<file path="src/rtl/core/jcr_pkg.sv">
// Shared types, character codes and the byte classifier for the JSON recognizer.
package jcr_pkg;

  localparam logic [7:0] CH_LBRACE = 8'h7B;
  localparam logic [7:0] CH_RBRACE = 8'h7D;
  localparam logic [7:0] CH_LBRACK = 8'h5B;
  localparam logic [7:0] CH_RBRACK = 8'h5D;
  localparam logic [7:0] CH_COLON  = 8'h3A;
  localparam logic [7:0] CH_COMMA  = 8'h2C;
  localparam logic [7:0] CH_QUOTE  = 8'h22;
  localparam logic [7:0] CH_NUL    = 8'h00;
  localparam logic [7:0] CH_CR     = 8'h0D;
  localparam logic [7:0] CH_LF     = 8'h0A;

  typedef enum logic [3:0] {
    C_LBRACE,
    C_RBRACE,
    C_LBRACK,
    C_RBRACK,
    C_COLON,
    C_COMMA,
    C_QUOTE,
    C_CTRL,
    C_ALNUM,
    C_OTHER
  } cls_e;

  typedef enum logic [3:0] {
    H_START  = 4'd0,
    H_QUOTE  = 4'd1,
    H_COLON  = 4'd2,
    H_COMMA  = 4'd3,
    H_LBRACE = 4'd4,
    H_RBRACE = 4'd5,
    H_LBRACK = 4'd6,
    H_RBRACK = 4'd7,
    H_LETTER = 4'd8,
    H_CTRL   = 4'd9
  } handler_e;

  typedef enum logic [4:0] {
    PH_IDLE       = 5'd0,
    PH_BEGIN      = 5'd1,
    PH_NAME_BEGIN = 5'd2,
    PH_NAME       = 5'd3,
    PH_NAME_END   = 5'd4,
    PH_VAL_BEGIN  = 5'd5,
    PH_STR_BEGIN  = 5'd6,
    PH_STRING     = 5'd7,
    PH_STR_END    = 5'd8,
    PH_OBJ_BEGIN  = 5'd9,
    PH_OBJ        = 5'd10,
    PH_OBJ_END    = 5'd11,
    PH_ARR_BEGIN  = 5'd12,
    PH_ARR        = 5'd13,
    PH_ARR_END    = 5'd14,
    PH_VAL_END    = 5'd15,
    PH_END        = 5'd16
  } phase_e;

  typedef enum logic [1:0] {
    V_FALSE = 2'd0,
    V_TRUE  = 2'd1,
    V_INDET = 2'd2
  } verdict_e;

  typedef enum logic [1:0] {
    T_NONE   = 2'd0,
    T_STRING = 2'd1,
    T_OBJECT = 2'd2,
    T_ARRAY  = 2'd3
  } vtype_e;

  // one classified beat as it travels through the queue
  typedef struct packed {
    logic valid;
    cls_e cls;
  } beat_t;

  function automatic cls_e classify(input logic [7:0] c);
    cls_e r;
    if (c == CH_LBRACE) begin
      r = C_LBRACE;
    end else if (c == CH_RBRACE) begin
      r = C_RBRACE;
    end else if (c == CH_LBRACK) begin
      r = C_LBRACK;
    end else if (c == CH_RBRACK) begin
      r = C_RBRACK;
    end else if (c == CH_COLON) begin
      r = C_COLON;
    end else if (c == CH_COMMA) begin
      r = C_COMMA;
    end else if (c == CH_QUOTE) begin
      r = C_QUOTE;
    end else if (c == CH_NUL || c == CH_CR || c == CH_LF) begin
      r = C_CTRL;
    end else if ((c >= 8'h41 && c <= 8'h5A) || (c >= 8'h61 && c <= 8'h7A) ||
                 (c >= 8'h30 && c <= 8'h39)) begin
      r = C_ALNUM;
    end else begin
      r = C_OTHER;
    end
    return r;
  endfunction

endpackage

</file>
<file path="src/rtl/core/jcr_front.sv">
// Front end: takes input beats and classifies each byte for the queue.
module jcr_front (
  input  logic           in_valid_i,
  output logic           in_stall_o,
  input  logic [7:0]     char_in_i,
  input  logic           q_full_i,
  output jcr_pkg::beat_t push_o
);

  assign in_stall_o   = q_full_i;
  assign push_o.valid = in_valid_i && !q_full_i;
  assign push_o.cls   = jcr_pkg::classify(char_in_i);

endmodule

</file>
<file path="src/rtl/core/jcr_queue.sv">
// Short FIFO of classified beats between front and back end.
module jcr_queue #(
  parameter int Depth = 2
) (
  input  logic           clk_i,
  input  logic           rst_ni,
  input  jcr_pkg::beat_t push_i,
  output logic           full_o,
  input  logic           pop_i,
  output jcr_pkg::beat_t head_o
);

  localparam int PtrW = (Depth > 1) ? $clog2(Depth) : 1;
  localparam int CntW = $clog2(Depth + 1);

  jcr_pkg::cls_e     mem_q [Depth];
  logic [PtrW-1:0]   wr_ptr_q, wr_ptr_d;
  logic [PtrW-1:0]   rd_ptr_q, rd_ptr_d;
  logic [CntW-1:0]   cnt_q, cnt_d;
  logic              do_push, do_pop;

  function automatic logic [PtrW-1:0] ptr_inc(input logic [PtrW-1:0] p);
    logic [PtrW-1:0] r;
    if (p == PtrW'(Depth - 1)) begin
      r = '0;
    end else begin
      r = p + PtrW'(1);
    end
    return r;
  endfunction

  assign full_o  = (cnt_q == CntW'(Depth));
  assign do_push = push_i.valid && !full_o;
  assign do_pop  = pop_i && (cnt_q != '0);

  assign head_o.valid = (cnt_q != '0);
  assign head_o.cls   = mem_q[rd_ptr_q];

  always_comb begin
    wr_ptr_d = do_push ? ptr_inc(wr_ptr_q) : wr_ptr_q;
    rd_ptr_d = do_pop ? ptr_inc(rd_ptr_q) : rd_ptr_q;
    cnt_d    = cnt_q;
    if (do_push && !do_pop) begin
      cnt_d = cnt_q + CntW'(1);
    end else if (!do_push && do_pop) begin
      cnt_d = cnt_q - CntW'(1);
    end
  end

  always_ff @(posedge clk_i or negedge rst_ni) begin
    if (!rst_ni) begin
      wr_ptr_q <= '0;
      rd_ptr_q <= '0;
      cnt_q    <= '0;
    end else begin
      wr_ptr_q <= wr_ptr_d;
      rd_ptr_q <= rd_ptr_d;
      cnt_q    <= cnt_d;
    end
  end

  always_ff @(posedge clk_i) begin
    if (do_push) begin
      mem_q[wr_ptr_q] <= push_i.cls;
    end
  end

endmodule

</file>
<file path="src/rtl/core/jcr_back.sv">
// Back end: grammar state update per classified beat, held as the result register.
module jcr_back (
  input  logic           clk_i,
  input  logic           rst_ni,
  input  jcr_pkg::beat_t head_i,
  output logic           pop_o,
  output logic           out_valid_o,
  input  logic           out_stall_i,
  output logic [1:0]     verdict_o,
  output logic [4:0]     phase_o,
  output logic [1:0]     value_type_o,
  output logic [3:0]     expect_class_o
);

  jcr_pkg::handler_e h_q, h_d;
  jcr_pkg::phase_e   p_q, p_d;
  jcr_pkg::vtype_e   t_q, t_d;
  jcr_pkg::verdict_e v_q, v_d;
  logic              out_valid_q, out_valid_d;
  jcr_pkg::verdict_e v_body;

  assign pop_o = head_i.valid && (!out_valid_q || !out_stall_i);

  // inside an object or array body stray bytes are accepted
  assign v_body = (p_q == jcr_pkg::PH_OBJ || p_q == jcr_pkg::PH_ARR) ?
                  jcr_pkg::V_TRUE : jcr_pkg::V_FALSE;

  always_comb begin
    h_d = h_q;
    p_d = p_q;
    t_d = t_q;
    v_d = v_q;
    unique case (h_q)
      jcr_pkg::H_QUOTE: begin
        unique case (head_i.cls)
          jcr_pkg::C_COLON: begin
            h_d = jcr_pkg::H_COLON;
            if (p_q == jcr_pkg::PH_NAME_END) begin
              p_d = jcr_pkg::PH_VAL_BEGIN;
              v_d = jcr_pkg::V_TRUE;
            end else begin
              v_d = (p_q == jcr_pkg::PH_OBJ) ? jcr_pkg::V_TRUE : jcr_pkg::V_FALSE;
            end
          end
          jcr_pkg::C_COMMA: begin
            h_d = jcr_pkg::H_COMMA;
            if (p_q == jcr_pkg::PH_STR_END) begin
              p_d = jcr_pkg::PH_VAL_END;
              v_d = jcr_pkg::V_TRUE;
            end else begin
              v_d = v_body;
            end
          end
          jcr_pkg::C_RBRACE: begin
            h_d = jcr_pkg::H_RBRACE;
            if (p_q == jcr_pkg::PH_OBJ) begin
              p_d = jcr_pkg::PH_OBJ_END;
              v_d = jcr_pkg::V_TRUE;
            end else if (p_q == jcr_pkg::PH_STR_END) begin
              p_d = jcr_pkg::PH_VAL_END;
              v_d = jcr_pkg::V_TRUE;
            end else begin
              v_d = jcr_pkg::V_FALSE;
            end
          end
          jcr_pkg::C_RBRACK: begin
            h_d = jcr_pkg::H_RBRACK;
            if (p_q == jcr_pkg::PH_ARR) begin
              p_d = jcr_pkg::PH_ARR_END;
              v_d = jcr_pkg::V_TRUE;
            end else begin
              v_d = jcr_pkg::V_FALSE;
            end
          end
          jcr_pkg::C_ALNUM: begin
            h_d = jcr_pkg::H_LETTER;
            if (p_q == jcr_pkg::PH_NAME_BEGIN) begin
              p_d = jcr_pkg::PH_NAME;
              v_d = jcr_pkg::V_TRUE;
            end else if (p_q == jcr_pkg::PH_STR_BEGIN) begin
              p_d = jcr_pkg::PH_STRING;
              v_d = jcr_pkg::V_TRUE;
            end else begin
              v_d = v_body;
            end
          end
          default: v_d = jcr_pkg::V_FALSE;
        endcase
      end
      jcr_pkg::H_COLON: begin
        unique case (head_i.cls)
          jcr_pkg::C_QUOTE: begin
            h_d = jcr_pkg::H_QUOTE;
            if (p_q == jcr_pkg::PH_VAL_BEGIN) begin
              t_d = jcr_pkg::T_STRING;
              p_d = jcr_pkg::PH_STR_BEGIN;
              v_d = jcr_pkg::V_TRUE;
            end
          end
          jcr_pkg::C_LBRACE: begin
            h_d = jcr_pkg::H_LBRACE;
            if (p_q == jcr_pkg::PH_VAL_BEGIN) begin
              t_d = jcr_pkg::T_OBJECT;
              p_d = jcr_pkg::PH_OBJ_BEGIN;
              v_d = jcr_pkg::V_TRUE;
            end else begin
              v_d = jcr_pkg::V_FALSE;
            end
          end
          jcr_pkg::C_LBRACK: begin
            h_d = jcr_pkg::H_LBRACK;
            if (p_q == jcr_pkg::PH_VAL_BEGIN) begin
              t_d = jcr_pkg::T_ARRAY;
              p_d = jcr_pkg::PH_ARR_BEGIN;
              v_d = jcr_pkg::V_TRUE;
            end else begin
              v_d = jcr_pkg::V_FALSE;
            end
          end
          default: v_d = jcr_pkg::V_FALSE;
        endcase
      end
      jcr_pkg::H_COMMA: begin
        if (head_i.cls == jcr_pkg::C_QUOTE) begin
          h_d = jcr_pkg::H_QUOTE;
          if (p_q == jcr_pkg::PH_VAL_END) begin
            p_d = jcr_pkg::PH_NAME_BEGIN;
            v_d = jcr_pkg::V_TRUE;
          end else begin
            v_d = v_body;
          end
        end else begin
          v_d = jcr_pkg::V_FALSE;
        end
      end
      jcr_pkg::H_LBRACE: begin
        if (head_i.cls == jcr_pkg::C_QUOTE) begin
          h_d = jcr_pkg::H_QUOTE;
          if (p_q == jcr_pkg::PH_BEGIN) begin
            p_d = jcr_pkg::PH_NAME_BEGIN;
            v_d = jcr_pkg::V_TRUE;
          end else if (p_q == jcr_pkg::PH_OBJ_BEGIN) begin
            p_d = jcr_pkg::PH_OBJ;
            v_d = jcr_pkg::V_TRUE;
          end else begin
            v_d = jcr_pkg::V_FALSE;
          end
        end else begin
          v_d = jcr_pkg::V_FALSE;
        end
      end
      jcr_pkg::H_RBRACE: begin
        unique case (head_i.cls)
          jcr_pkg::C_COMMA: begin
            h_d = jcr_pkg::H_COMMA;
            if (p_q == jcr_pkg::PH_OBJ_END) begin
              p_d = jcr_pkg::PH_VAL_END;
              v_d = jcr_pkg::V_TRUE;
            end else begin
              v_d = jcr_pkg::V_FALSE;
            end
          end
          jcr_pkg::C_RBRACE: begin
            h_d = jcr_pkg::H_RBRACE;
            if (p_q == jcr_pkg::PH_OBJ_END || p_q == jcr_pkg::PH_ARR_END) begin
              p_d = jcr_pkg::PH_VAL_END;
              v_d = jcr_pkg::V_TRUE;
            end else begin
              v_d = jcr_pkg::V_FALSE;
            end
          end
          jcr_pkg::C_CTRL: begin
            h_d = jcr_pkg::H_CTRL;
            if (p_q == jcr_pkg::PH_VAL_END) begin
              p_d = jcr_pkg::PH_END;
              v_d = jcr_pkg::V_TRUE;
            end else begin
              v_d = jcr_pkg::V_FALSE;
            end
          end
          default: v_d = jcr_pkg::V_FALSE;
        endcase
      end
      jcr_pkg::H_LBRACK: begin
        if (head_i.cls == jcr_pkg::C_QUOTE) begin
          h_d = jcr_pkg::H_QUOTE;
          if (p_q == jcr_pkg::PH_ARR_BEGIN) begin
            p_d = jcr_pkg::PH_ARR;
            v_d = jcr_pkg::V_TRUE;
          end else begin
            v_d = jcr_pkg::V_FALSE;
          end
        end else begin
          v_d = jcr_pkg::V_FALSE;
        end
      end
      jcr_pkg::H_RBRACK: begin
        unique case (head_i.cls)
          jcr_pkg::C_COMMA: begin
            h_d = jcr_pkg::H_COMMA;
            if (p_q == jcr_pkg::PH_ARR_END) begin
              p_d = jcr_pkg::PH_VAL_END;
              v_d = jcr_pkg::V_TRUE;
            end
          end
          jcr_pkg::C_RBRACE: begin
            h_d = jcr_pkg::H_RBRACE;
            if (p_q == jcr_pkg::PH_ARR_END) begin
              p_d = jcr_pkg::PH_VAL_END;
              v_d = jcr_pkg::V_TRUE;
            end else begin
              v_d = jcr_pkg::V_FALSE;
            end
          end
          default: v_d = jcr_pkg::V_FALSE;
        endcase
      end
      jcr_pkg::H_LETTER: begin
        unique case (head_i.cls)
          jcr_pkg::C_QUOTE: begin
            h_d = jcr_pkg::H_QUOTE;
            if (p_q == jcr_pkg::PH_NAME) begin
              p_d = jcr_pkg::PH_NAME_END;
              v_d = jcr_pkg::V_TRUE;
            end else if (p_q == jcr_pkg::PH_STRING) begin
              p_d = jcr_pkg::PH_STR_END;
              v_d = jcr_pkg::V_TRUE;
            end else begin
              v_d = v_body;
            end
          end
          jcr_pkg::C_ALNUM: begin
            h_d = jcr_pkg::H_LETTER;
            v_d = jcr_pkg::V_TRUE;
          end
          default: v_d = jcr_pkg::V_FALSE;
        endcase
      end
      default: begin
        // start, control and unused handler codes
        unique case (head_i.cls)
          jcr_pkg::C_LBRACE: begin
            h_d = jcr_pkg::H_LBRACE;
            p_d = jcr_pkg::PH_BEGIN;
            v_d = jcr_pkg::V_TRUE;
          end
          jcr_pkg::C_CTRL: begin
            h_d = jcr_pkg::H_CTRL;
            v_d = jcr_pkg::V_INDET;
          end
          default: v_d = jcr_pkg::V_FALSE;
        endcase
      end
    endcase
  end

  always_comb begin
    out_valid_d = out_valid_q && out_stall_i;
    if (pop_o) begin
      out_valid_d = 1'b1;
    end
  end

  always_ff @(posedge clk_i or negedge rst_ni) begin
    if (!rst_ni) begin
      h_q         <= jcr_pkg::H_START;
      p_q         <= jcr_pkg::PH_IDLE;
      t_q         <= jcr_pkg::T_NONE;
      v_q         <= jcr_pkg::V_FALSE;
      out_valid_q <= 1'b0;
    end else begin
      out_valid_q <= out_valid_d;
      if (pop_o) begin
        h_q <= h_d;
        p_q <= p_d;
        t_q <= t_d;
        v_q <= v_d;
      end
    end
  end

  assign out_valid_o    = out_valid_q;
  assign verdict_o      = v_q;
  assign phase_o        = p_q;
  assign value_type_o   = t_q;
  assign expect_class_o = h_q;

  a_hold_on_stall: assert property (@(posedge clk_i) disable iff (!rst_ni)
    (out_valid_q && out_stall_i) |=> ($stable(h_q) && $stable(p_q) && $stable(v_q)
                                      && $stable(t_q)))
    else $error("result changed while stalled");

  a_pop_shows_result: assert property (@(posedge clk_i) disable iff (!rst_ni)
    pop_o |=> out_valid_q)
    else $error("popped beat produced no result");

  a_indet_in_ctrl: assert property (@(posedge clk_i) disable iff (!rst_ni)
    (v_q == jcr_pkg::V_INDET) |-> (h_q == jcr_pkg::H_CTRL))
    else $error("indeterminate verdict outside control handler");

  a_type_sticky: assert property (@(posedge clk_i) disable iff (!rst_ni)
    (t_q != jcr_pkg::T_NONE) |=> (t_q != jcr_pkg::T_NONE))
    else $error("value type cleared");

endmodule

</file>
<file path="src/rtl/core/json_char_recognizer_unit.sv">
// Top level of the flat JSON byte recognizer: front classifier, beat queue, grammar back end.
// One byte is accepted per cycle while the queue is not full and one result beat comes out
// per byte, in order; the sustained rate is one byte per clock while the output is not
// stalled, set by the grammar state update in the back end. An accepted byte is written into
// the queue, then popped by the back end into its result registers on the outputs; a stalled
// output holds it in the queue. The queue of QueueDepth classified beats lets the input keep
// taking bytes while a result waits on a stalled output; in_stall_o rises only when the queue is full.
module json_char_recognizer_unit #(
  parameter int QueueDepth = 2
) (
  input  logic       clk_i,
  input  logic       rst_ni,
  input  logic       in_valid_i,
  output logic       in_stall_o,
  input  logic [7:0] char_in_i,
  output logic       out_valid_o,
  input  logic       out_stall_i,
  output logic [1:0] verdict_o,
  output logic [4:0] phase_o,
  output logic [1:0] value_type_o,
  output logic [3:0] expect_class_o
);

  jcr_pkg::beat_t push;
  jcr_pkg::beat_t head;
  logic           q_full;
  logic           pop;

  jcr_front u_front (
    .in_valid_i (in_valid_i),
    .in_stall_o (in_stall_o),
    .char_in_i  (char_in_i),
    .q_full_i   (q_full),
    .push_o     (push)
  );

  jcr_queue #(
    .Depth (QueueDepth)
  ) u_queue (
    .clk_i  (clk_i),
    .rst_ni (rst_ni),
    .push_i (push),
    .full_o (q_full),
    .pop_i  (pop),
    .head_o (head)
  );

  jcr_back u_back (
    .clk_i          (clk_i),
    .rst_ni         (rst_ni),
    .head_i         (head),
    .pop_o          (pop),
    .out_valid_o    (out_valid_o),
    .out_stall_i    (out_stall_i),
    .verdict_o      (verdict_o),
    .phase_o        (phase_o),
    .value_type_o   (value_type_o),
    .expect_class_o (expect_class_o)
  );

endmodule
</file>
<file path="config.mk">
export PLATFORM = sky130hd
export DESIGN_NAME = json_char_recognizer_unit
export DESIGN_NICKNAME = d
export VERILOG_FILES = /design/src/rtl/core/jcr_pkg.sv /design/src/rtl/core/jcr_front.sv /design/src/rtl/core/jcr_queue.sv /design/src/rtl/core/jcr_back.sv /design/src/rtl/core/json_char_recognizer_unit.sv
export SDC_FILE = /design/constraint.sdc
export NUM_CORES = 1
export LEC_CHECK = 0
export ABC_AREA = 1
export BUFFER_PORTS_ARGS = -buffer_cell sky130_fd_sc_hd__buf_2
export CAP_MARGIN = 20
export CORE_UTILIZATION = 60
export CTS_CLUSTER_SIZE = 20
export DETAILED_ROUTE_END_ITERATION = 6
export PLACE_DENSITY = 0.83
export REMOVE_ABC_BUFFERS = 1
export SLEW_MARGIN = 20
export SYNTH_ARGS = -nofsm -noshare
export SYNTH_HDL_FRONTEND = slang
export SYNTH_SLANG_ARGS = --single-unit
</file>
<file path="constraint.sdc">
create_clock -name clk_i -period 1.96 [get_ports clk_i]
set_input_delay 0.392 -clock clk_i [delete_from_list [all_inputs] [get_ports clk_i]]
set_output_delay 0.392 -clock clk_i [all_outputs]
set_load 0.005 [all_outputs]
</file>
==> run summary <==
Global routing
* antenna violations before repair: 0
* global-route wire length before repair: 11.8 mm
* remaining global-route overflow: 0
* number of global-route vias before repair: 2583
* maximum number of pins on one net before global-route repair: 19
* overall global routing resource usage: 35.1%

Critical path
* critical path endpoint category: flip-flop
* required time of the critical path: 2.13 ns
* crit-path max FO: 9
* signal arrival time at the worst endpoint: 2.12 ns
* Crit Path Class: flip-flop to flip-flop
* kind of start point of the critical path: flip-flop
* source of the worst register-to-register timing path: u_queue.rd_ptr_q
* launching instance or port of the critical path: u_queue.rd_ptr_q

Floorplan
* area of the core: 4090 um^2
* DIE HEIGHT: 67.8 um
* Rows: 23
* area enclosed by the die boundary: 4590 um^2
* number of I/O pins: 27
* Chip Width: 67.8 um
* Starting Density: 63.5%

Placed design
* final estimated routing congestion in global placement: 1.07
* final HPWL from detailed placement: 6.22 mm
* number of I/O port buffers: 26

Clocking
* clk slew on worst S/H paths: 0.10 ns
* clock latency of the later-clocked register in the worst-skew pair: 0.28 ns
* # H-tree levels: 1
* count of hold-fix buffers inserted at cts: 0
* clock tree root buffer cell: clkbuf_8
* Longest Clk Path Bufs: 2
* Num Clock Sinks: 26
* clock tree from TritonCTS: done
* number of buffers added by the clock tree synthesis step: 3

Yosys
* main combinational cell family by area after synthesis: simple AND/OR/NAND/NOR gates
* part of the Yosys area used for sequential elements: 26.6%
* post-synth cell types: 35
* Avg Inst Size Synth: 6.13 um^2
* Synth top area share: 18.5%
* cells taking the most area after synthesis: nand2_1 19%, dfrtp_1 17%, nand3_1 9.6%
* largest area contributor in the synthesized netlist: nand2_1
* Warnings, synthesis: 0
* Compound-Gate Fraction of Synth Area: 8.87%
* Synth Area in Adders: 0.482%
* flop and latch count out of synthesis: 26
* synthesized cell area: 2590 um^2
* number of cells produced by synthesis: 423
* xor and xnor area share after synthesis: 1.01%
* multiplexer fraction of the synthesized cell area: 0%
* post-synthesis share of cell area spent on and, or, nand and nor gates: 53.5%

Power
* pwr dens: 1520 nW/um^2
* cell internal pwr: 2.25 mW
* Clk pwr share: 8.4%
* Peak VDD IR: 0.873 mV
* reported leakage power: 1.71 nW
* P_sw: 2.57 mW
* sw frac: 53.4%
* power share of the combinational group: 71.9%
* part of the power in registers: 19.8%

Route
* routed vias: 3047
* antenna-violating nets left: 0
* violation count after the first detailed-route iteration: 298
* TritonRoute pass-1 iters: 5
* WL/cell: 14.4 um
* residual DRC count: 0
* routed wire length: 7.72 mm
* mean number of vias per cell: 5.70

Final layout
* area of the multi-input gates: 1700 um^2
* Sequential Area: 692 um^2
* post-layout util: 77.5%
* fill count: 334
* Layout area overhead: 22.0%
* total number of nets in the final design: 499
* antenna fix cells: 0
* layout cells sized above 1: 24.7%

Timing
* Clock Skew: 0.00484 ns
* worst max-slew margin expressed relative to the limit: 71.7%
* final hold violations: 0
* WHS: 0.0334 ns
* Final Critical Period: 1.95 ns
* top achievable clock speed: 513 MHz
* final number of max-transition violations: 0
* RSZ-0062 raised after global routing: true
* slew at the pin closest to its max-slew limit: 0.425 ns
* # setup viols final: 0
* final clock period utilization by the worst path: 99.5%

Min path
* min-delay worst type: primary input to asynchronous set/reset pin

Run status
* outcome: complete, no violations

Run
* count of max-cap constraint violations: 0

cells by family after synthesis:
| kind of cell | Yosys count |
|---|---|
| XOR/XNOR | 3 |
| flip-flops | 26 |
| AO/OA/AOI/OAI | 41 |
| AND/OR/NAND/NOR | 292 |
| buffers and inverters | 60 |
| adder cells (fa/ha/maj) | 1 |
worst paths after layout:
| check | to | slack (ns) | cells past startpoint |
|---|---|---|---|
| min in group clk_i | u_back.out_valid_o | 0.35 | 3 |
| hold reg to reg | u_back.verdict_o[0] | 0.49 | 2 |
| setup reg to reg | u_back.phase_o[3] | 0.01 | 15 |
| hold / removal | u_queue.cnt_q[0] | 0.03 | 1 |
| max in group asynchronous | u_back.phase_o[0] | 1.60 | 1 |
| setup / recovery | u_back.phase_o[3] | 0.01 | 15 |
cells in the mapped netlist:
master	instances
xor2_1	2
inv_4	1
inv_1	51
buf_2	4
nand4_1	10
nand3_2	2
inv_2	2
dfrtp_1	18
nor3_1	2
nand2_2	12
a21boi_0	1
o2111a_1	1
nor4_1	2
nor2_2	7
a41oi_1	1
buf_6	1
o22ai_1	1
o21ai_1	3
nand2_1	128
nor2_1	63
nor3_2	1
nand3_1	50
xnor2_1	1
o211ai_1	2
nand2_4	11
o31ai_1	1
edfxtp_1	8
o21ai_0	21
nor2_8	2
inv_8	1
ha_1	1
a21oi_1	8
a31oi_1	1
nor2_4	2
a22oi_1	1
timing repair:
item,4_1_cts,5_1_grt
setup buffers,0,3
setup endpoints to repair,0,10
resized for setup,0,17
worst max-delay path: stages (launching register included):
cell and delay (ns):
dfrtp_1 0.41, buf_12 0.15, clkinv_8 0.07, nand2_1 0.06, nand2_2 0.12, nand2_4 0.08
nor2_4 0.18, inv_2 0.07, nand2_1 0.08, nand2_1 0.06, nor2_2 0.12, nand2_2 0.09
nor2_8 0.16, nand2_4 0.08, nand2_1 0.07, nand2_1 0.05
metrics by stage:
step	power, mW	worst slack (ns)	setup TNS [ns]	std cells	instance area [um^2]
4_1_cts	4.60	0.00412	0	532	3090
5_1_grt	5.17	-0.0718	-0.591	535	3170
3_3_place_gp	4.16	0.0336	0	528	3020
3_5_place_dp	4.19	0.0206	0	528	3020
6_report	4.81	0.00963	0	535	3170
2_1_floorplan	3.13	0.198	0	418	2560
flip-flops by register name, indices dropped and copies added, names as in the netlist:
signal	count
u_back.verdict_o	2
u_back.expect_class_o	4
u_back.value_type_o	2
u_queue.wr_ptr_q	1
u_back.phase_o	5
u_queue.rd_ptr_q	1
u_queue.mem_q	8
u_queue.cnt_q	2
u_back.out_valid_o	1
per-layer routing:
metal	routed length, um	vias up	share of wire [%]	track usage [%]
met3	553	38	7.2	5.24
met4	334	0	4.3	16.5
met1	3210	1355	42	44.4
met5	0	-	0	0
met2	3620	169	47	58.2
li1	-	1485	-	-
area by class of cell:
type                            count  area share, %
Clock buffer                        4           2.09
Inverter                           55           6.99
Multi-Input combinational cell    337           53.8
Sequential cell                    26           21.8
Tap cell                           50           1.98
Timing Repair Buffer               63           13.3
power groups by stage:
stage                     registers [mW]  clock network (mW)  logic (mW)
after floorplan                    0.955                   0        2.17
after global placement             0.951                   0        3.20
after detailed placement           0.960                   0        3.23
after CTS                          0.948               0.401        3.25
after global routing               0.980               0.421        3.77
final                              0.951               0.402        3.46
cell usage in the layout (no fill, tap or decap), types with 2 or more instances in the layout:
cell      count
a21oi_1       8
buf_2        26
buf_4        36
clkbuf_8      3
dfrtp_1      17
edfxtp_1      8
inv_1        51
inv_2         2
nand2_1     122
nand2_2      16
nand2_4      13
nand3_1      49
nand3_2       3
nand4_1      10
nor2_1       60
nor2_2        9
nor2_4        3
nor2_8        2
nor3_2        2
nor4_1        2
o211ai_1      2
o21ai_0      20
o21ai_1       4
xor2_1        2
(Power assumes the default switching activity.)
